`src/hw/rtl/rie_pkg.sv`:
```
// shared types, constants and decoded instruction format of the execute unit
package rie_pkg;

  localparam int ADDR_BITS  = 10;
  localparam int DATA_WORDS = 256;
  localparam int DS_AW      = $clog2(DATA_WORDS);
  localparam int REG_NUM    = 16;
  localparam int RF_AW      = 4;
  localparam int QDEPTH     = 2;
  localparam int QAW        = 1;
  localparam int OP_LAST    = 20;

  localparam logic [31:0] IMM_MASK  = 32'h0000_0FFF;
  localparam logic [31:0] IMM_SIGN  = 32'h0000_0800;
  localparam logic [31:0] IMM_FILL  = 32'hFFFF_F000;
  localparam logic [3:0]  REG_ZERO  = 4'd0;
  localparam logic [3:0]  REG_IMM   = 4'd1;
  localparam logic [3:0]  REG_LINK  = 4'hf;

  typedef enum logic [4:0] {
    OP_ADD  = 5'd0,
    OP_SUB  = 5'd1,
    OP_AND  = 5'd2,
    OP_OR   = 5'd3,
    OP_XOR  = 5'd4,
    OP_MUL  = 5'd5,
    OP_SLL  = 5'd6,
    OP_SRA  = 5'd7,
    OP_SRL  = 5'd8,
    OP_BEQ  = 5'd9,
    OP_BNE  = 5'd10,
    OP_BLT  = 5'd11,
    OP_BGT  = 5'd12,
    OP_BLE  = 5'd13,
    OP_BGE  = 5'd14,
    OP_JAL  = 5'd15,
    OP_LW   = 5'd16,
    OP_SW   = 5'd17,
    OP_LL   = 5'd18,
    OP_SC   = 5'd19,
    OP_HALT = 5'd20,
    OP_NOP  = 5'd21
  } op_t;

  typedef enum logic [1:0] {
    SRC_ALU = 2'd0,
    SRC_MUL = 2'd1,
    SRC_MEM = 2'd2
  } src_t;

  typedef struct packed {
    logic [31:0]          instruction_word;
    logic [ADDR_BITS-1:0] instr_addr;
  } in_t;

  typedef struct packed {
    logic [ADDR_BITS-1:0] next_addr;
    logic                 halted;
    logic                 reg_written;
    logic [3:0]           written_reg;
    logic signed [31:0]   written_value;
  } out_t;

  typedef struct packed {
    op_t                  op;
    logic [RF_AW-1:0]     rd;
    logic [RF_AW-1:0]     rs;
    logic [RF_AW-1:0]     rt;
    logic [31:0]          imm;
    logic [ADDR_BITS-1:0] pc;
    logic [ADDR_BITS:0]   pc_inc;
    logic                 wr;
    logic [RF_AW-1:0]     wreg;
  } dec_t;

endpackage

```
`src/hw/rtl/rie_front.sv`:
```
// front end: field extraction, immediate extension and instruction classification
module rie_front (
  input  rie_pkg::in_t  in_data,
  output rie_pkg::dec_t dec
);
  import rie_pkg::*;

  logic [7:0]  opcode;
  logic [31:0] imm_raw;
  logic        wr_class;

  assign opcode  = in_data.instruction_word[31:24];
  assign imm_raw = in_data.instruction_word & IMM_MASK;

  always_comb begin
    dec.rd     = in_data.instruction_word[23:20];
    dec.rs     = in_data.instruction_word[19:16];
    dec.rt     = in_data.instruction_word[15:12];
    dec.imm    = ((imm_raw & IMM_SIGN) != '0) ? (imm_raw | IMM_FILL) : imm_raw;
    dec.pc     = in_data.instr_addr;
    dec.pc_inc = {1'b0, in_data.instr_addr} + {{ADDR_BITS{1'b0}}, 1'b1};
    if (opcode <= 8'(OP_LAST)) begin
      dec.op = op_t'(opcode[4:0]);
    end else begin
      dec.op = OP_NOP;
    end
    unique case (dec.op)
      OP_ADD, OP_SUB, OP_AND, OP_OR, OP_XOR, OP_MUL, OP_SLL, OP_SRA, OP_SRL,
      OP_LW, OP_LL, OP_SC: wr_class = 1'b1;
      default:             wr_class = 1'b0;
    endcase
    // writes to the zero and immediate registers are dropped
    if (dec.op == OP_JAL) begin
      dec.wr   = 1'b1;
      dec.wreg = REG_LINK;
    end else if (wr_class && (dec.rd != REG_ZERO) && (dec.rd != REG_IMM)) begin
      dec.wr   = 1'b1;
      dec.wreg = dec.rd;
    end else begin
      dec.wr   = 1'b0;
      dec.wreg = REG_ZERO;
    end
  end

endmodule

```
`config.mk`:
```
export PLATFORM = sky130hd
export DESIGN_NAME = rie_front
export DESIGN_NICKNAME = d
export VERILOG_FILES = /design/src/hw/rtl/rie_pkg.sv /design/src/hw/rtl/rie_front.sv
export SDC_FILE = /design/constraint.sdc
export NUM_CORES = 1
export LEC_CHECK = 0
export ABC_AREA = 1
export BUFFER_PORTS_ARGS = -buffer_cell sky130_fd_sc_hd__buf_2
export CORE_ASPECT_RATIO = 0.7
export CORE_MARGIN = 8
export CORE_UTILIZATION = 28
export DETAILED_ROUTE_END_ITERATION = 16
export MAX_ROUTING_LAYER = met4
export PLACE_DENSITY_LB_ADDON = 0.15
export SLEW_MARGIN = 25
export SYNTH_ARGS = -nofsm -noshare
export SYNTH_HDL_FRONTEND = slang
export SYNTH_SLANG_ARGS = --single-unit
```
`constraint.sdc`:
```
create_clock -name vclk -period 0.8
set_input_delay 0.04 -clock vclk [all_inputs]
set_output_delay 0.04 -clock vclk [all_outputs]
set_load 0.02 [all_outputs]
```
Yosys cells after proc, flatten, opt, wreduce, memory -nomap -nowiden. Memories as Yosys holds them, arrays and structs flattened. Cells that the tools add are included.

Output and inout bits: 75. Memories: 1. Register bits: 0. Input port bits: 42. Word-level logic and storage cells: 12. ROM bits: 32.

Memory list: (no name shown) (words 32, width 1, read ports 1, clocked after memory_dff 0, wr ports 0, RTL line rie_front.sv:27) `unique case (dec.op)`.

Reduce and logical (&&, ||, !) cells: 3. Eq/ne operators: 2. $lt $le $gt $ge: 1. Add/subtract/negate cells: 1. Mux-type cells: 4.

Operators by type and width (number): 32-bit two-way mux (1); 5-bit two-way mux (3); 10-bit by 1-bit adder with 11-bit output (second input constant) (1); 8-bit by 5-bit less-or-equal comparator with 1-bit output (second input constant) (1); 5-bit by 4-bit == test with 1-bit output (second input constant) (1); 4-bit by 1-bit inequality test with 1-bit output (second input constant) (1); 4-bit nonzero test (1); 1-bit logical AND (2).

Logic depth before layout (Yosys ltp). Gate-level depths: netlist of the first run. An unclocked memory read counts as a cell.

Word-level depth: 7. Gate-level depth with buffers: 8. Gate-level depth less buffers: 8.

Worst setup path before layout of the first run. Ideal clock, no wire load.

Kind: input -> output. From: in in_data[40] (netlist bit). To: out dec[0] (netlist bit). Arrival time: 1.108 ns. Setup slack: -0.348 ns. Stages on the path: 7. Data required time: 0.760 ns. Cells stage by stage: inv_1 nand2_2 nor2_4 nand2_1 nor2_1 nand4_2 nand2_1.

RTL lines: from (decl) (RTL line rie_front.sv:3) `input rie_pkg::in_t in_data,`; to (decl) (RTL line rie_front.sv:4) `output rie_pkg::dec_t dec`.

==> results of run 1 <==
[metal layers]
metal  up-vias  GRT usage [%]  part of all wire, %
li1        350              -                    -
met4         0           2.36                  1.7
met3        14           2.51                   11
met2        34           17.7                   57
met1       301           9.18                   30
met5         -              -                    0
[cell families after synthesis]
kind of cell	share of synthesized area [%]
AOI/OAI and AO/OA	5.86
xor gates and xnor gates	8.88
adders and majority gates	1.58
buffers and inverters	56.9
and+or+nand+nor	26.8
[cell type report]
class / count / area share [%]
inverters: 11 / 4.84
repair buffers: 77 / 47.4
well taps: 36 / 3.55
multi-input cells: 49 / 44.2
[where the power goes]
group	internal (mW)	total, mW	switching [mW]
clock network	0	0	0
registers	0	0	0
logic	0.274	0.602	0.328
total	0.274	0.602	0.328
[stage by stage]
stage / hold WS [ns] / power [mW] / cells / utilization [%]
finish: 0.0800 / 0.602 / 173 / 46.2
detailed placement: 0.0802 / 0.507 / 168 / 36.9
global route: 0.0800 / 0.648 / 173 / 46.2
floorplan: 0.113 / 0.609 / 114 / -
CTS: 0.0802 / 0.592 / 172 / 44.3
global placement: 0.0802 / 0.504 / 168 / 36.9
[layout by cell type, fill, tap and decap left out, types with 3 or more instances in the layout]
cell and n:
nand2_1 5, nand3_2 3, buf_4 15, nor2_1 3
buf_6 22, inv_1 6, nand2_4 8, nor2_4 6
buf_8 4, nand3_1 3, buf_2 36
[synthesized netlist by cell type]
cell type	instances	area (µm²)
xor2_1	6	52.6
nand2_1	11	41.3
nand4_2	1	12.5
ha_1	1	12.5
clkinv_1	1	3.75
nand3_1	6	30.0
o21ai_1	1	5.00
nand3_2	1	10.0
nor2_4	2	22.5
xnor2_1	2	17.5
inv_1	8	30.0
inv_2	1	3.75
and3_2	1	7.51
nand3b_4	1	20.0
buf_4	54	405
nand2_2	3	18.8
nor3_1	1	5.00
o21bai_2	1	11.3
o2111ai_1	1	8.76
inv_4	1	6.26
nor2_2	2	12.5
o211ai_4	1	21.3
nand4_1	2	12.5
nor2_1	5	18.8
[final timing paths]
check	startpoint	to	slack, ns
worst max-delay path	in_data[41]	dec[0]	-0.38
worst min-delay path	in_data[17]	dec[33]	0.08
[repair_timing]
item	CTS	global route
pin swaps	20	13
buffers inserted	5	1
endpoints found under the setup margin	18	17
resized for setup	50	10
cloned	0	0
==> flow_summary.yaml, run 1 <==
place:
  port_buffers: 57
  hpwl_um: 1970
  place_congestion: 0.748
  place_area_um2: 1010
  place_ws_ns: -0.509
routing:
  remaining_drc_errors: 0
  drt_iter0_drc: 5
  first_pass_iters: 4
  num_vias: 699
  wirelength_um: 2320
  viasPerCell: 4.04
  ant_nets: 0
  wl_per_cell_um: 13.4
timing:
  rsz0062_at_grt: "yes"
  worst_pin_slew_ns: 0.331
  finalCriticalPeriod_ns: 1.18
  worst_slack_ns: -0.378
  fmax_mhz: 849
  finalHoldViolations: 0
  setup_viol: 17
  drv_slew: 0
  fin_crit_sh_pct: 147
  slew_headroom_pct: 77.9
  tns_ns: -3.41
layout:
  nets: 182
  diodes: 0
  seq_cells: 0
  multiInputGateArea_um2: 561
  fin_area_um2: 1270
  n_fill_cell: 277
  clkbuf_count: 0
  register_area_um2: 0
  syn2layout_area_growth_pct: 60.5
  layout-drive-gt1-share_pct: 83.2
clocking:
  cts_hold_buf: 0
grt:
  grt_pass1_wl_um: 3570
  grt_overflow: 0
  grt_pass1_vias: 713
  antenna_found_initial: 0
  grt_max_degree: 22
  track_usage_pct: 9.26
die:
  dieArea_um2: 4800
  io_pins: 117
  core-area_um2: 2740
  die_width_um: 79.5
  rows: 16
  die_y_um: 60.4
  initial_core_util_pct: 28.8
run_status:
  status: "finished with violations"
  violations: "setup timing"
synthesis:
  syn_nets: 157
  yosysUniqueCellTypes: 24
  seq_area_frac_synth_pct: 0
  syn_inst: 114
  synth_area_um2: 790
  syn_avg_cell_area_um2: 6.93
  ys_warn_count: 0
critical_path:
  cp_slowest_cell: "nor2_4"
  cpMostUsedCell: "nand2_4"
  critPathLaunchType: "primary input"
  cp.arrival_ns: 1.14
  end_kind: "primary output"
  crit_path_max_fanout: 5
  critPathBufInv: 3
  cpPeakStageDelay_ns: 0.21
  crit_chain: "buf_8 > inv_12 > nand2_4 > nor2_4 > o211ai_4 > o21bai_4 > nand4_1 > nand2_4 > buf_6"
  path_depth: 9
  crit_family: "simple AND/OR/NAND/NOR gates"
  cp.required_ns: 0.76
  criticalPathCategory: "primary input to primary output"
min_path:
  hold_depth: 0
  hp-class: "primary input to primary output"
power_and_ir_drop:
  p_leak_nw: 0.634
  power_density_nw_per_um2: 475
  ir_worst_vdd_uv: 154
flow_run:
  drv_cap: 0
No activity file was read; power rests on OpenSTA's default activity.
==> run 2: changes to the inputs <==
- RECOVER_POWER: not set -> 100
==> run 2 against run 1 <==
- the run still ends with setup timing left
- sequential cell count is the same
- combinational power shrank 2%
- maximum frequency is essentially flat
- highest routed layer unchanged
- routed wire length grew 0.99%
- first-iteration DRC count is the same
- largest cell class unchanged
- die area is the same
- critical path depth is the same
==> flow_summary.yaml, run 2 (same netlist as run 1, synthesis figures left out) <==
layout:
  clkbuf_count: 0
  register_area_um2: 0
  layout-drive-gt1-share_pct: 71.5
  mostFrequentLayoutCells: "buf_6 (22), buf_2 (19), clkbuf_1 (16), buf_4 (14), nand2_4 (8)"
  nets: 182
  utilization_pct: 45.5
  syn2layout_area_growth_pct: 58.0
  fin_area_um2: 1250
  final_common_cell: "buf_6"
  diodes: 0
  seq_cells: 0
timing:
  setup_viol: 17
  rsz0062_at_grt: "yes"
  slew_headroom_pct: 77.9
  whs_ns: 0.0800
  finalCriticalPeriod_ns: 1.18
  finalHoldViolations: 0
  drv_slew: 0
  fin_crit_sh_pct: 147
  fmax_mhz: 850
  worst_pin_slew_ns: 0.331
  worst_slack_ns: -0.377
routing:
  first_pass_iters: 4
  ant_nets: 0
  num_vias: 696
  wl_per_cell_um: 13.5
  drt_iter0_drc: 5
  wirelength_um: 2340
  viasPerCell: 4.02
  remaining_drc_errors: 0
power_and_ir_drop:
  p_leak_nw: 0.590
  ir_worst_vdd_uv: 153
  power_density_nw_per_um2: 474
  totalPowerFinal_mw: 0.592
critical_path:
  cp.required_ns: 0.76
  crit_path_max_fanout: 5
  criticalPathCategory: "primary input to primary output"
  critPathLaunchType: "primary input"
  end_kind: "primary output"
  cp.arrival_ns: 1.14
place:
  hpwl_um: 1970
  place_ws_ns: -0.509
  place_area_um2: 1010
  port_buffers: 57
  place_congestion: 0.748
grt:
  grt_max_degree: 22
  met3_usage_pct: 2.51
  antenna_found_initial: 0
  track_usage_pct: 9.26
  top_usage_layer: "met2"
  grt_overflow: 0
  grt_pass1_vias: 713
  gr-usage-met2_pct: 17.7
  grt_pass1_wl_um: 3570
  met1_usage_pct: 9.18
die:
  die_width_um: 79.5
  io_pins: 117
  initial_core_util_pct: 28.8
  core-area_um2: 2740
  rows: 16
  dieArea_um2: 4800
  die_y_um: 60.4
min_path:
  hp-class: "primary input to primary output"
run_status:
  violations: "setup timing"
  status: "finished with violations"
flow_run:
  drv_cap: 0
-- run 2: layout make-up --
class	count	area, µm²
fill	285	1500
timing repair buffer	77	581
multi-input combinational	49	561
inverter	11	61.3
tap	36	45.0
-- run 2: report_power, final --
part	switching [mW]	internal, mW
clock	0	0
combinational	0.330	0.262
sequential	0	0
total	0.330	0.262
-- run 2: final timing paths --
kind,startpoint,end,depth (start not counted),slack [ns]
max,in_data[41],dec[0],9,-0.38
min,in_data[17],dec[33],0,0.08
-- run 2: what timing repair did --
| item | in CTS | in global routing |
|---|---|---|
| gates cloned | 0 | 0 |
| gates resized for setup | 50 | 10 |
| endpoints found under the setup margin | 18 | 17 |
| setup buffers | 5 | 1 |
| pin swaps | 20 | 13 |
| hold buffers | 0 | 0 |
| endpoints found under the hold margin | 0 | 0 |
-- run 2: through the flow --
| step | instances | setup TNS, ns |
|---|---|---|
| after floorplan | 114 | -1.21 |
| after global placement | 168 | -4.59 |
| after detailed placement | 168 | -4.83 |
| after CTS | 172 | -3.49 |
| after global routing | 173 | -4.41 |
| final | 173 | -3.39 |
-- run 2: routing by layer --
metal,share of wire (%),up-vias
li1,-,348
met1,31,300
met2,56,34
met3,11,14
met4,1.7,0
met5,0,-
-- run 2: critical path: stages --
cell	delay, ns
buf_8	0.11
inv_12	0.04
nand2_4	0.04
nor2_4	0.21
o211ai_4	0.12
o21bai_4	0.19
nand4_1	0.16
nand2_4	0.11
buf_6	0.11
==> run 3: changes to the inputs <==
- CORE_UTILIZATION: 28 -> 25
==> run 3 against run 2 <==
- the flow still finishes with violations (setup timing)
- total power decreased by 0.25%
- sequential share of layout area stayed put
- core utilization fell by 5.3 points
- hold slack hardly changed
- critical path depth stayed put
- critical endpoint unchanged
- critical path type unchanged
- non-clock buffer count is 3 higher
- die area up 9.1%
==> flow_summary.yaml, run 3 (same netlist as run 1, synthesis figures left out) <==
place:
  post-place-cells: 174
  hpwl_um: 2070
  port_buffers: 57
  place_ws_ns: -0.522
  place_congestion: 0.815
  place_area_um2: 1040
run_status:
  status: "finished with violations"
  violations: "setup timing"
timing:
  slew_headroom_pct: 81.4
  worst_slack_ns: -0.381
  fmax_mhz: 847
  drv_slew: 0
  tns_ns: -3.66
  finalCriticalPeriod_ns: 1.18
  setup_viol: 16
  rsz0062_at_grt: "yes"
  worst_pin_slew_ns: 0.279
  finalHoldViolations: 0
  fin_crit_sh_pct: 148
  whs_ns: 0.0800
critical_path:
  crit_path_max_fanout: 5
  criticalPathCategory: "primary input to primary output"
  cp.required_ns: 0.76
  cp.arrival_ns: 1.14
  end_kind: "primary output"
  critPathLaunchType: "primary input"
layout:
  clkbuf_count: 0
  syn2layout_area_growth_pct: 57.1
  fin_area_um2: 1240
  layout-drive-gt1-share_pct: 70.7
  multiInputGateArea_um2: 542
  stdcell_count: 178
  n_fill_cell: 323
  register_area_um2: 0
  final_common_cell: "buf_4"
  nets: 185
  diodes: 0
  mostFrequentLayoutCells: "buf_4 (23), buf_2 (18), buf_6 (17), clkbuf_1 (16), nand2_4 (8)"
  seq_cells: 0
routing:
  wirelength_um: 2440
  first_pass_iters: 4
  drt_iter0_drc: 15
  num_vias: 732
  remaining_drc_errors: 0
  ant_nets: 0
  viasPerCell: 4.11
  wl_per_cell_um: 13.7
die:
  core-area_um2: 3080
  die_width_um: 83.2
  rows: 17
  initial_core_util_pct: 25.6
  die_y_um: 63.0
  io_pins: 117
  dieArea_um2: 5240
grt:
  grt_overflow: 0
  track_usage_pct: 8.71
  met1_usage_pct: 7.73
  met3_usage_pct: 1.82
  grt_pass1_vias: 808
  gr-usage-met2_pct: 17.3
  top_usage_layer: "met2"
  grt_pass1_wl_um: 3940
  grt_max_degree: 22
  antenna_found_initial: 0
power_and_ir_drop:
  power_density_nw_per_um2: 476
  p_leak_nw: 0.593
  ir_worst_vdd_uv: 122
flow_run:
  drv_cap: 0
min_path:
  hp-class: "primary input to primary output"
run 3: cell type report:
cell class / instances / area share, %
repair buffers: 80 / 47.5
multi-input cells: 49 / 43.7
inverters: 11 / 4.94
well taps: 38 / 3.83
run 3: repair_timing:
item,CTS,global route
pin swaps,17,12
buffers inserted,5,2
cloned,0,0
endpoints found under the setup margin,18,18
hold buffers,0,0
gates resized for setup,50,5
run 3: metal layers:
metal	part of all wire [%]	vias up
li1	-	353
met1	31	324
met2	56	29
met3	9.1	26
met4	4.4	0
met5	0	-
run 3: power breakdown:
group | total, mW | switching, mW | internal [mW]
sequential | 0 | 0 | 0
combinational | 0.590 | 0.327 | 0.263
clock | 0 | 0 | 0
run 3: final timing paths:
path,from,endpoint,depth (start not counted)
setup / recovery,in_data[41],dec[0],9
hold / removal,in_data[14],dec[30],0
run 3: metrics by stage:
step	power, mW	util (%)
3_3_place_gp	0.510	33.9
5_1_grt	0.631	40.2
2_1_floorplan	0.609	-
4_1_cts	0.601	40.2
6_report	0.590	40.2
3_5_place_dp	0.513	33.9
run 3: critical path, stage by stage:
cell and delay [ns]:
buf_12 0.11, inv_12 0.04, nand2_4 0.04, nor2_4 0.21, nand2_4 0.09, nor2_4 0.16
nand4_4 0.21, nand2_4 0.12, buf_6 0.11
