File: src/hw/rtl/rie_pkg.sv
// shared types, constants and decoded instruction format of the execute unit
package rie_pkg;

  localparam int ADDR_BITS  = 10;
  localparam int DATA_WORDS = 256;
  localparam int DS_AW      = $clog2(DATA_WORDS);
  localparam int REG_NUM    = 16;
  localparam int RF_AW      = 4;
  localparam int QDEPTH     = 2;
  localparam int QAW        = 1;
  localparam int OP_LAST    = 20;

  localparam logic [31:0] IMM_MASK  = 32'h0000_0FFF;
  localparam logic [31:0] IMM_SIGN  = 32'h0000_0800;
  localparam logic [31:0] IMM_FILL  = 32'hFFFF_F000;
  localparam logic [3:0]  REG_ZERO  = 4'd0;
  localparam logic [3:0]  REG_IMM   = 4'd1;
  localparam logic [3:0]  REG_LINK  = 4'hf;

  typedef enum logic [4:0] {
    OP_ADD  = 5'd0,
    OP_SUB  = 5'd1,
    OP_AND  = 5'd2,
    OP_OR   = 5'd3,
    OP_XOR  = 5'd4,
    OP_MUL  = 5'd5,
    OP_SLL  = 5'd6,
    OP_SRA  = 5'd7,
    OP_SRL  = 5'd8,
    OP_BEQ  = 5'd9,
    OP_BNE  = 5'd10,
    OP_BLT  = 5'd11,
    OP_BGT  = 5'd12,
    OP_BLE  = 5'd13,
    OP_BGE  = 5'd14,
    OP_JAL  = 5'd15,
    OP_LW   = 5'd16,
    OP_SW   = 5'd17,
    OP_LL   = 5'd18,
    OP_SC   = 5'd19,
    OP_HALT = 5'd20,
    OP_NOP  = 5'd21
  } op_t;

  typedef enum logic [1:0] {
    SRC_ALU = 2'd0,
    SRC_MUL = 2'd1,
    SRC_MEM = 2'd2
  } src_t;

  typedef struct packed {
    logic [31:0]          instruction_word;
    logic [ADDR_BITS-1:0] instr_addr;
  } in_t;

  typedef struct packed {
    logic [ADDR_BITS-1:0] next_addr;
    logic                 halted;
    logic                 reg_written;
    logic [3:0]           written_reg;
    logic signed [31:0]   written_value;
  } out_t;

  typedef struct packed {
    op_t                  op;
    logic [RF_AW-1:0]     rd;
    logic [RF_AW-1:0]     rs;
    logic [RF_AW-1:0]     rt;
    logic [31:0]          imm;
    logic [ADDR_BITS-1:0] pc;
    logic [ADDR_BITS:0]   pc_inc;
    logic                 wr;
    logic [RF_AW-1:0]     wreg;
  } dec_t;

endpackage

File: src/hw/rtl/rie_queue.sv
// two-entry queue of decoded instructions between front and back end
module rie_queue (
  input  logic          clk,
  input  logic          rst_n,
  input  logic          push,
  input  rie_pkg::dec_t push_data,
  input  logic          pop,
  output rie_pkg::dec_t head,
  output logic          full,
  output logic          empty
);
  import rie_pkg::*;

  dec_t           mem_r [QDEPTH];
  logic [QAW-1:0] wptr_r, wptr_nxt;
  logic [QAW-1:0] rptr_r, rptr_nxt;
  logic [QAW:0]   cnt_r, cnt_nxt;

  assign full  = (cnt_r == (QAW+1)'(QDEPTH));
  assign empty = (cnt_r == '0);
  assign head  = mem_r[rptr_r];

  always_comb begin
    wptr_nxt = push ? wptr_r + 1'b1 : wptr_r;
    rptr_nxt = pop ? rptr_r + 1'b1 : rptr_r;
    priority case ({push, pop})
      2'b10:   cnt_nxt = cnt_r + 1'b1;
      2'b01:   cnt_nxt = cnt_r - 1'b1;
      default: cnt_nxt = cnt_r;
    endcase
  end

  always_ff @(posedge clk) begin
    if (!rst_n) begin
      wptr_r <= '0;
      rptr_r <= '0;
      cnt_r  <= '0;
    end else begin
      wptr_r <= wptr_nxt;
      rptr_r <= rptr_nxt;
      cnt_r  <= cnt_nxt;
    end
  end

  always_ff @(posedge clk) begin
    if (push) begin
      mem_r[wptr_r] <= push_data;
    end
  end

endmodule

File: config.mk
export PLATFORM = sky130hd
export DESIGN_NAME = rie_queue
export DESIGN_NICKNAME = d
export VERILOG_FILES = /design/src/hw/rtl/rie_pkg.sv /design/src/hw/rtl/rie_queue.sv
export SDC_FILE = /design/constraint.sdc
export NUM_CORES = 1
export LEC_CHECK = 0
export BUFFER_PORTS_ARGS = -buffer_cell sky130_fd_sc_hd__buf_2
export CORE_ASPECT_RATIO = 0.7
export CORE_MARGIN = 8
export CORE_UTILIZATION = 40
export CTS_BUF_LIST = sky130_fd_sc_hd__clkbuf_16
export DETAILED_ROUTE_END_ITERATION = 12
export MAX_ROUTING_LAYER = met4
export PLACE_DENSITY = 0.74
export REMOVE_ABC_BUFFERS = 1
export SYNTH_ARGS = -nofsm -noshare
export SYNTH_HDL_FRONTEND = slang
export SYNTH_SLANG_ARGS = --single-unit
File: constraint.sdc
create_clock -name clk -period 13.2 [get_ports clk]
set_clock_uncertainty 0.2 [all_clocks]
set_input_delay 1.98 -clock clk [delete_from_list [all_inputs] [get_ports clk]]
set_output_delay 1.98 -clock clk [all_outputs]
set_load 0.01 [all_outputs]
Word level (Yosys, flattened, before mapping)
Memories as Yosys holds them, arrays and structs flattened. A register that Yosys moved wholly into a read port is not among the register bits. Index checks and enable logic that the tools add are counted.

Word-level logic and storage cells: 18. Bits in latches: 0. Register bits: 4. Output and inout port bits: 77. RAM bits: 150. Memories: 1. ROM bits: 0. Bits of input ports: 79.

Memory list: mem_r (depth 2, width 75, rd ports 1, clocked after memory_dff 1, wr ports 1, line rie_queue.sv:14) `dec_t mem_r [QDEPTH];`.

Shift-type cells: 0. $lt $le $gt $ge: 0. Add/subtract/negate cells: 4. Multiplexer cells: 5. Multiply operators: 0. Equal/unequal tests: 3. Reduce and logical (&&, ||, !) cells: 2. Bitwise gates (word level): 0. Divide/modulo/power cells: 0.

Operators by type and width (count): equality test 2 bit, second input constant (2); 2-to-1 mux 1 bit (4); case mux 2 bit (2 select lines) (1); adder 1 bit, second input constant (2); adder 2 x 1 -> 2 bit, second input constant (1); equality test 2 x 1 -> 1 bit, second input constant (1); zero test 2 bit (1); nonzero test 2 bit (1); subtractor 2 x 1 -> 2 bit, second input constant (1).

Logic depth before layout (Yosys ltp)
Gate-level depths: netlist (run 1).

Depth in word-level cells: 3. Depth in mapped cells: 5. Gate-level depth less buffers: 5.

Least setup slack after synthesis (run 1)
Ideal clock, no wire load.

Path type: input-to-reg. Start: in push. End: mem mem_r[0][0] (netlist bit) (enable). Setup time: 512 ps. Arrival time: 5213 ps. Data required time: 12488 ps. Setup slack: 7275 ps. Buffers on the path: 0. Stages on the path: 2. Path through: inv_1 > nor2_1.

Longest elaborated chain between the ends: 2.

Ends and longest elaborated chain: start: declaration (line rie_queue.sv:5) `input logic push,`; 2-to-1 mux 1 bit (line rie_queue.sv:46) `if (push) begin`; 2-to-1 mux 1 bit (implied by the code) (line rie_queue.sv:47) `mem_r[wptr_r] <= push_data;`; end: declaration (line rie_queue.sv:14).

No other way between the ends.

==> impl_metrics.csv, run 1 <==
group,metric,value,unit
status,status,"finished, final reports clean",
grt,overflow,0,
timing,fin_crit_sh,0.3195,
worst_hold_path,min_path_type,"reg -> reg",
grt,antenna_found_initial,1,
synth,yosysUniqueCellTypes,17,
flow_run,drv_cap,0,
cts,clock-root-buffer,"clkbuf_16",
setup_path,worstPathRequired,11.02,ns
cts,postCtsHoldBufs,0,
drt,drt_wl_total,11.05,mm
setup_path,worstSetupEndpointType,"output port",
timing,timing.slew.headroom,0.2639,
synth,synthDominantAreaCellType,"edfxtp_1",
die,die-area,0.01815,sq mm
drt,viasPerCell,4.562,
timing,finalSetupTns,0,ns
pwr,powerDensity,158.2,mW/mm^2
pwr,power_leakage,2.683,nW
die,placementRows,36,
drt,drtIter0Drc,216,
synth,yosysTopAreaCellShare,0.8018,
timing,finalHoldViolCount,0,
layout,drive_gt1_frac,0.5968,
setup_path,criticalPathCategory,"reg -> out",
grt,grt_pass1_vias,3113,
setup_path,critical-path-top-delay-family,"flip-flops",
setup_path,start_kind,"flop",
synth,syn_area,0.005618,sq mm
cts,htree_num_levels,4,
layout,regArea,0.004608,sq mm
synth,ys_seq_area_frac,0.8196,
grt,track_usage,0.1267,
die,die_x,157.6,um
layout,n_fill_cell,1139,
cts,cts-resized-gates,0,
setup_path,crit_buf_inv,1,
timing,rsz0062_at_grt,"no",
layout,area_delta_synth_final,27.24,%
layout,nets,502,
timing,worstMarginPinSlew,1.102,ns
cts,path_clk_slew,0.06,ns
drt,ant_nets,0,
timing,fmax,0.2371,GHz
cts,cts.sinks,155,
cts,cts_tree,"yes",
synth,yosysWarningCount,0,
grt,grt_pass1_wl,16.54,mm
synth,synth_area_per_cell,22.03,sq um
synth,netlist_instances,255,
placement,hpwl,7.336,mm
placement,routabilityCongestion,0.7216,
drt,via_count,2856,
layout,multiInputGateArea,967.2,sq um
cts,cts_setup_buffers,0,
drt,drt-pass1-iter-count,4,
placement,port_buffers,155,
cts,clkLatencyLatePin,0.41,ns
die,die_h,115.2,um
cts,cts_buffers,17,
timing,period_needed,4.217,ns
grt,grt_max_degree,76,
pwr,p_total,1.131,mW
die,ioPinCount,156,
setup_path,max_stage_delay,0.99,ns
layout,final_common_cell,"buf_2",
synth,ys_top_cells_by_area,"edfxtp_1 (80%), mux2_2 (15%), dfxtp_1 (1.8%)",
pwr,ir_drop,0.00009357,V
cts,clock_path_buffers,2,
setup_path,crit_fanout,75,
die,core_area,0.01383,sq mm
layout,final_cell_mix,"buf_2 (155), edfxtp_1 (150), mux2_2 (75), clkbuf_16 (17), inv_1 (6)",
die,start_util,0.4063,
setup_path,crit_chain,"mux2_2 > buf_2",
drt,wl_per_cell,17.65,um
timing,drv_slew,0,
drt,drc_errors,0,
timing,setup_viol,0,
synth,ys_ff_latch,155,
setup_path,slowest_stage,"dfxtp_4",
setup_path,critPathArrivalTime,2.04,ns
-- cells by family (layout without fill, tap and decap cells) --
family	Yosys count	in the layout	synth area share
compound gates	3	3	0.003564
xor+xnor	3	3	0.004678
fa+ha+maj	1	1	0.002227
buf+inv	9	188	0.01002
flops	155	155	0.8196
mux	75	75	0.1503
other cells	0	2	0
simple gates	9	9	0.009578
-- state kept, by name, indices dropped and copies added, names as in the netlist, named ones only --
register	count
rptr_r	1
wptr_r	1
cnt_r	2
mem_r	150
-- per-layer routing --
layer,routed length [um],track usage
met2,4989,0.1869
met3,1058,0.04957
met4,147,0.05120
met5,0,-
met1,4853,0.1542
-- Yosys cell counts, drive strengths merged --
library cell  number
edfxtp           150
mux2              75
buf                8
dfxtp              5
and2               4
nor2               2
xnor2              2
a21boi             1
and2b              1
ha                 1
inv                1
nor2b              1
o21a               1
o21ai              1
or3                1
xor2               1
-- power by group --
| part | internal, mW | switching (mW) |
|---|---|---|
| registers | 0.569 | 0.0147 |
| logic | 0.0514 | 0.0499 |
| clock network | 0.271 | 0.175 |
-- through the flow --
stage                     setup WS (ns)  hold slack, ns  cell area, sq um  std cells    util
after CTS                         8.932          0.3247              7143        624  0.5166
after global routing              8.860          0.3591              7146        625  0.5167
after floorplan                   7.275          0.2662              5565        247       -
after global placement            9.026          0.2765              6600        593  0.4773
final                             8.983          0.3250              7148        626  0.5169
after detailed placement          8.926          0.3137              6600        593  0.4773
-- worst reg2reg max path: stages (launching register included) --
cell     delay (ns)
dfxtp_1        0.34
nor2_4         0.84
buf_4          0.65
-- cell type report --
type                            instances  area share
Tap cell                              190     0.03326
Inverter                                1   0.0005251
Clock inverter                         14     0.01645
Clock buffer                           17     0.05951
Sequential cell                       155      0.6447
Antenna cell                            2   0.0007002
Multi-Input combinational cell         91      0.1353
Timing Repair Buffer                  156      0.1096
-- final timing paths --
path | depth (start not counted) | slack, ns | end | startpoint
setup / recovery | 2 | 8.98 | head[48] | flop
hold / removal | 2 | 0.32 | cnt_r[1] | cnt_r[1]
setup reg to reg | 2 | 10.78 | mem_r[0][11] | wptr_r
hold reg to reg | 2 | 0.32 | cnt_r[1] | cnt_r[1]
No activity file was read; power rests on OpenSTA's default activity.
==> run 2: changes to the inputs <==
--- a/config.mk
+++ b/config.mk
@@ -12,7 +12,7 @@
 export CTS_BUF_LIST = sky130_fd_sc_hd__clkbuf_16
 export DETAILED_ROUTE_END_ITERATION = 12
 export MAX_ROUTING_LAYER = met4
-export PLACE_DENSITY = 0.74
+export PLACE_DENSITY = 0.76
 export REMOVE_ABC_BUFFERS = 1
 export SYNTH_ARGS = -nofsm -noshare
 export SYNTH_HDL_FRONTEND = slang
==> constraint.sdc (replaced) <==
create_clock -name clk -period 3.6 [get_ports clk]
set_clock_uncertainty 0.2 [all_clocks]
set_input_delay 0.54 -clock clk [delete_from_list [all_inputs] [get_ports clk]]
set_output_delay 0.54 -clock clk [all_outputs]
set_load 0.01 [all_outputs]
==> impl_metrics.csv, run 2 (synthesis gave the netlist of run 1 again) <==
group,metric,value,unit
status,status,"finished, final reports clean",
cts,clock_path_buffers,2,
die,placementRows,36,
cts,cts_buffers,17,
die,ioPinCount,156,
drt,drtIter0Drc,175,
die,core_area,0.01383,sq mm
setup_path,critPathArrivalTime,1.93,ns
cts,cts_setup_buffers,0,
cts,cts-resized-gates,0,
layout,nets,504,
drt,viasPerCell,4.629,
die,die_x,157.6,um
drt,wl_per_cell,17.76,um
timing,finalHoldViolCount,0,
placement,port_buffers,155,
cts,postCtsHoldBufs,0,
cts,clock-root-buffer,"clkbuf_16",
layout,drive_gt1_frac,0.6156,
layout,largest-register,"mem_r",
layout,fin_cells,628,
drt,drc_errors,0,
worst_hold_path,hold_path_end,"mem_r[1][24]",
timing,fin_crit_sh,0.7421,
timing,period_needed,2.671,ns
layout,utilization,0.5237,
pwr,ir_drop,0.0003092,V
cts,clkLatencyLatePin,0.41,ns
cts,path_clk_slew,0.06,ns
pwr,power_leakage,2.711,nW
drt,via_count,2907,
timing,drv_slew,0,
flow_run,drv_cap,0,
layout,final_cell_mix,"buf_2 (155), edfxtp_1 (150), mux2_2 (75), clkbuf_16 (17)",
placement,routabilityCongestion,0.7643,
placement,dp_cells,595,
layout,top_regs,"mem_r x150, cnt_r x2",
die,die_h,115.2,um
grt,grt_pass1_wl,16.73,mm
timing,fmax,0.3743,GHz
cts,cts.sinks,155,
setup_path,worstPathRequired,2.86,ns
layout,design_area,0.007242,sq mm
layout,area_delta_synth_final,28.91,%
drt,drt_wl_total,11.16,mm
setup_path,crit_fanout,41,
layout,n_fill_cell,1160,
placement,hpwl,7.603,mm
setup_path,worstSetupEndpointType,"output port",
die,start_util,0.4063,
setup_path,r2r_start,"wptr_r",
worst_hold_path,whs_path_depth,1,
setup_path,start_kind,"flop",
setup_path,r2r_cells,1,
timing,worstMarginPinSlew,1.047,ns
layout,final_common_cell,"buf_2",
setup_path,criticalPathCategory,"reg -> out",
grt,grt_pass1_vias,3243,
cts,cts_tree,"yes",
timing,rsz0062_at_grt,"no",
placement,place_area,0.006628,sq mm
worst_hold_path,min-delay-start,"push_data[24]",
grt,grt_max_degree,76,
drt,ant_nets,0,
grt,overflow,0,
worst_hold_path,min_path_type,"in -> reg",
pwr,powerDensity,599.3,mW/mm^2
cts,htree_num_levels,4,
drt,drt-pass1-iter-count,4,
timing,setup_viol,0,
grt,antenna_found_initial,0,
setup_path,worstReg2RegEnd,"mem_r[1][47]",
setup_path,r2r_setup_slack,1.71,ns
die,die-area,0.01815,sq mm
layout,largest_reg_flops,150,
grt,track_usage,0.1267,
timing,timing.slew.headroom,0.3018,
==> run 2: changes by cell type in the layout (fill, tap and decap cells not counted), sizes merged <==
| cell | change |
|---|---|
| buf | +2 |
| clkinv | -2 |
| bufinv | +1 |
| clkinvlp | +1 |
| diode | -1 |
| inv | +1 |
==> run 2: report_power, final <==
part | internal [mW] | switching (mW) | total (mW)
Sequential | 2.08 | 0.0387 | 2.12
Clock | 1.11 | 0.720 | 1.82
Combinational | 0.192 | 0.200 | 0.392
Total | 3.38 | 0.958 | 4.34
==> run 2: worst max-delay path by stage <==
stage                  end  start  slack, ns
3_5_place_dp      head[11]   flop       1.32
4_1_cts           head[11]   flop       0.87
6_report          head[33]   flop       0.93
2_1_floorplan  mem_r[0][0]   push      -0.89
3_3_place_gp      head[11]   flop       1.35
5_1_grt           head[11]   flop       0.80
==> run 2: routing by layer <==
metal	track usage	part of all wire
met3	0.04056	0.074
met5	-	0
met2	0.1883	0.46
met1	0.1582	0.46
met4	0.05247	0.012
==> run 2: critical path, cell delays in order (launching register included) <==
cell     delay (ns)
dfxtp_4        0.65
buf_12         0.30
mux2_2         0.37
buf_2          0.15
==> run 2: metrics by stage <==
step	hold slack, ns	setup TNS, ns	setup WS [ns]	total power, mW
2_1_floorplan	0.2662	-67.22	-0.8854	2.373
3_3_place_gp	0.2777	0	1.348	2.543
3_5_place_dp	0.3371	0	1.321	2.562
4_1_cts	0.09290	0	0.8686	4.393
5_1_grt	0.09094	0	0.8045	4.504
6_report	0.1122	0	0.9286	4.340
==> run 2: layout make-up <==
cell class	count	area, sq um	share of cell area
multi-input cells	91	967.2	0.1336
clock inverters	15	186.4	0.02574
well taps	190	237.7	0.03283
inverters	1	3.754	0.0005183
repair buffers	158	810.8	0.1120
flip-flops and latches	155	4608	0.6363
clock buffers	17	425.4	0.05874
diodes	1	2.502	0.0003455
==> run 3: changes to the inputs <==
--- a/config.mk
+++ b/config.mk
@@ -12,7 +12,7 @@
 export CTS_BUF_LIST = sky130_fd_sc_hd__clkbuf_16
 export DETAILED_ROUTE_END_ITERATION = 12
 export MAX_ROUTING_LAYER = met4
-export PLACE_DENSITY = 0.76
+export PLACE_DENSITY = 0.74
 export REMOVE_ABC_BUFFERS = 1
 export SYNTH_ARGS = -nofsm -noshare
 export SYNTH_HDL_FRONTEND = slang
==> constraint.sdc (replaced) <==
create_clock -name clk -period 2.66 [get_ports clk]
set_clock_uncertainty 0.2 [all_clocks]
set_input_delay 0.399 -clock clk [delete_from_list [all_inputs] [get_ports clk]]
set_output_delay 0.399 -clock clk [all_outputs]
set_load 0.01 [all_outputs]
==> impl_metrics.csv, run 3 (synthesis gave the netlist of run 1 again) <==
group,metric,value,unit
layout,drive_gt1_frac,0.5223,
layout,largest_reg_flops,150,
drt,drt_wl_total,12.32,mm
timing,fmax,0.4276,GHz
setup_path,critPathArrivalTime,1.74,ns
setup_path,start_kind,"flop",
cts,path_clk_slew,0.06,ns
grt,grt_pass1_wl,18.81,mm
grt,overflow,0,
timing,drv_slew,0,
grt,track_usage,0.1410,
pwr,pwr-share-clk,0.388,
die,placementRows,36,
drt,wl_per_cell,17.47,um
die,die_x,157.6,um
layout,area_delta_synth_final,41.72,%
timing,timing.slew.headroom,0.6084,
cts,clock-root-buffer,"clkbuf_16",
pwr,power_leakage,3.008,nW
cts,htree_num_levels,4,
drt,ant_nets,0,
die,die_h,115.2,um
die,start_util,0.4063,
placement,routabilityCongestion,0.7398,
layout,antenna_cells,0,
pwr,intPower,4.443,mW
worst_hold_path,whs_path_depth,2,
pwr,powerDensity,720.8,mW/mm^2
layout,multiInputGateArea,967.2,sq um
die,ioPinCount,156,
flow_run,drv_cap,0,
layout,nets,582,
layout,n_fill_cell,1053,
grt,grt_pass1_vias,3598,
setup_path,crit_fanout,30,
layout,top_regs,"mem_r x150, cnt_r x2",
setup_path,worstSetupEndpointType,"output port",
timing,setup_viol,0,
cts,cts_tree,"yes",
cts,cts-resized-gates,0,
timing,rsz0062_at_grt,"no",
layout,fin_cells,705,
die,die-area,0.01815,sq mm
grt,antenna_found_initial,0,
timing,period_needed,2.339,ns
timing,fin_crit_sh,0.8791,
drt,drtIter0Drc,196,
drt,drt-pass1-iter-count,4,
layout,largest-register,"mem_r",
cts,cts_buffers,17,
setup_path,worstPathRequired,2.06,ns
layout,final_cell_mix,"buf_2 (155), edfxtp_1 (150), mux2_2 (75), dlygate4sd3_1 (75), clkbuf_16 (17)",
layout,regArea,0.004608,sq mm
pwr,p_sw,1.295,mW
worst_hold_path,min_path_type,"in -> reg",
placement,hpwl,7.709,mm
die,core_area,0.01383,sq mm
status,status,"finished, final reports clean",
pwr,p_total,5.738,mW
timing,worstMarginPinSlew,0.5874,ns
timing,finalHoldViolCount,0,
layout,final_common_cell,"buf_2",
setup_path,r2r_cells,2,
placement,port_buffers,155,
setup_path,criticalPathCategory,"reg -> out",
pwr,ir_drop,0.0004601,V
cts,cts.sinks,155,
placement,dp_cells,598,
cts,clkLatencyLatePin,0.41,ns
drt,viasPerCell,4.567,
pwr,switching_share,0.2257,
cts,clock_path_buffers,2,
pwr,p_seq_frac,0.499,
grt,grt_max_degree,43,
drt,drc_errors,0,
pwr,combPwrFrac,0.112,
drt,via_count,3220,
## run 3: cell types whose count changed in the layout (fill, tap and decap cells not counted), sizes merged
| cell | change |
|---|---|
| buf | +3 |
| clkinvlp | +1 |
| inv | -2 |
| diode | -1 |
| dlygate4sd3 | +75 |
| bufinv | -2 |
| clkinv | +3 |
## run 3: worst max-delay path, stage by stage, from the launching register on
cell and delay [ns]:
dfxtp_4 0.54, buf_12 0.25, mux2_2 0.38, buf_2 0.15
## run 3: worst paths after layout
check	to	slack, ns	startpoint
setup / recovery	head[51]	0.32	flop
hold / removal	wptr_r	0.05	rst_n
setup reg to reg	mem_r[1][6]	1.02	wptr_r
hold reg to reg	cnt_r[1]	0.33	cnt_r[1]
## run 3: power by group through the flow
stage	registers [mW]	logic (mW)	clock network, mW
finish	2.86	0.645	2.23
detailed placement	2.92	0.559	0
floorplan	2.93	0.279	0
CTS	2.87	0.649	2.28
global route	2.88	0.693	2.37
global placement	2.91	0.545	0
## run 3: metrics by stage
stage	setup TNS [ns]	hold slack, ns	cell area, sq um	setup slack (ns)	utilization
5_1_grt	0	0.04158	7961	0.2349	0.5757
2_1_floorplan	-160.82	0.2662	5565	-1.684	-
4_1_cts	0	0.03802	7961	0.2775	0.5757
6_report	0	0.05086	7961	0.3215	0.5757
3_3_place_gp	0	0.2771	6663	0.7491	0.4818
3_5_place_dp	0	0.3329	6663	0.7367	0.4818
## run 3: routing by layer
layer,up-vias,wire length (um),GRT usage
met5,-,0,-
li1,1507,-,-
met2,117,5974,0.2313
met1,1584,5457,0.1623
met3,12,795,0.04694
met4,0,91,0.04362
## run 3: area by class of cell
type,instances,share of cell area
inverter,1,0.0004715
multi-input combinational,91,0.1215
clock inverter,15,0.01540
clock buffer,17,0.05343
timing repair buffer,236,0.2005
tap,190,0.02986
sequential,155,0.5788
## run 3: timing repair
item,CTS,global route
setup buffers,0,0
hold endpoints to repair,150,0
hold buffers,75,0
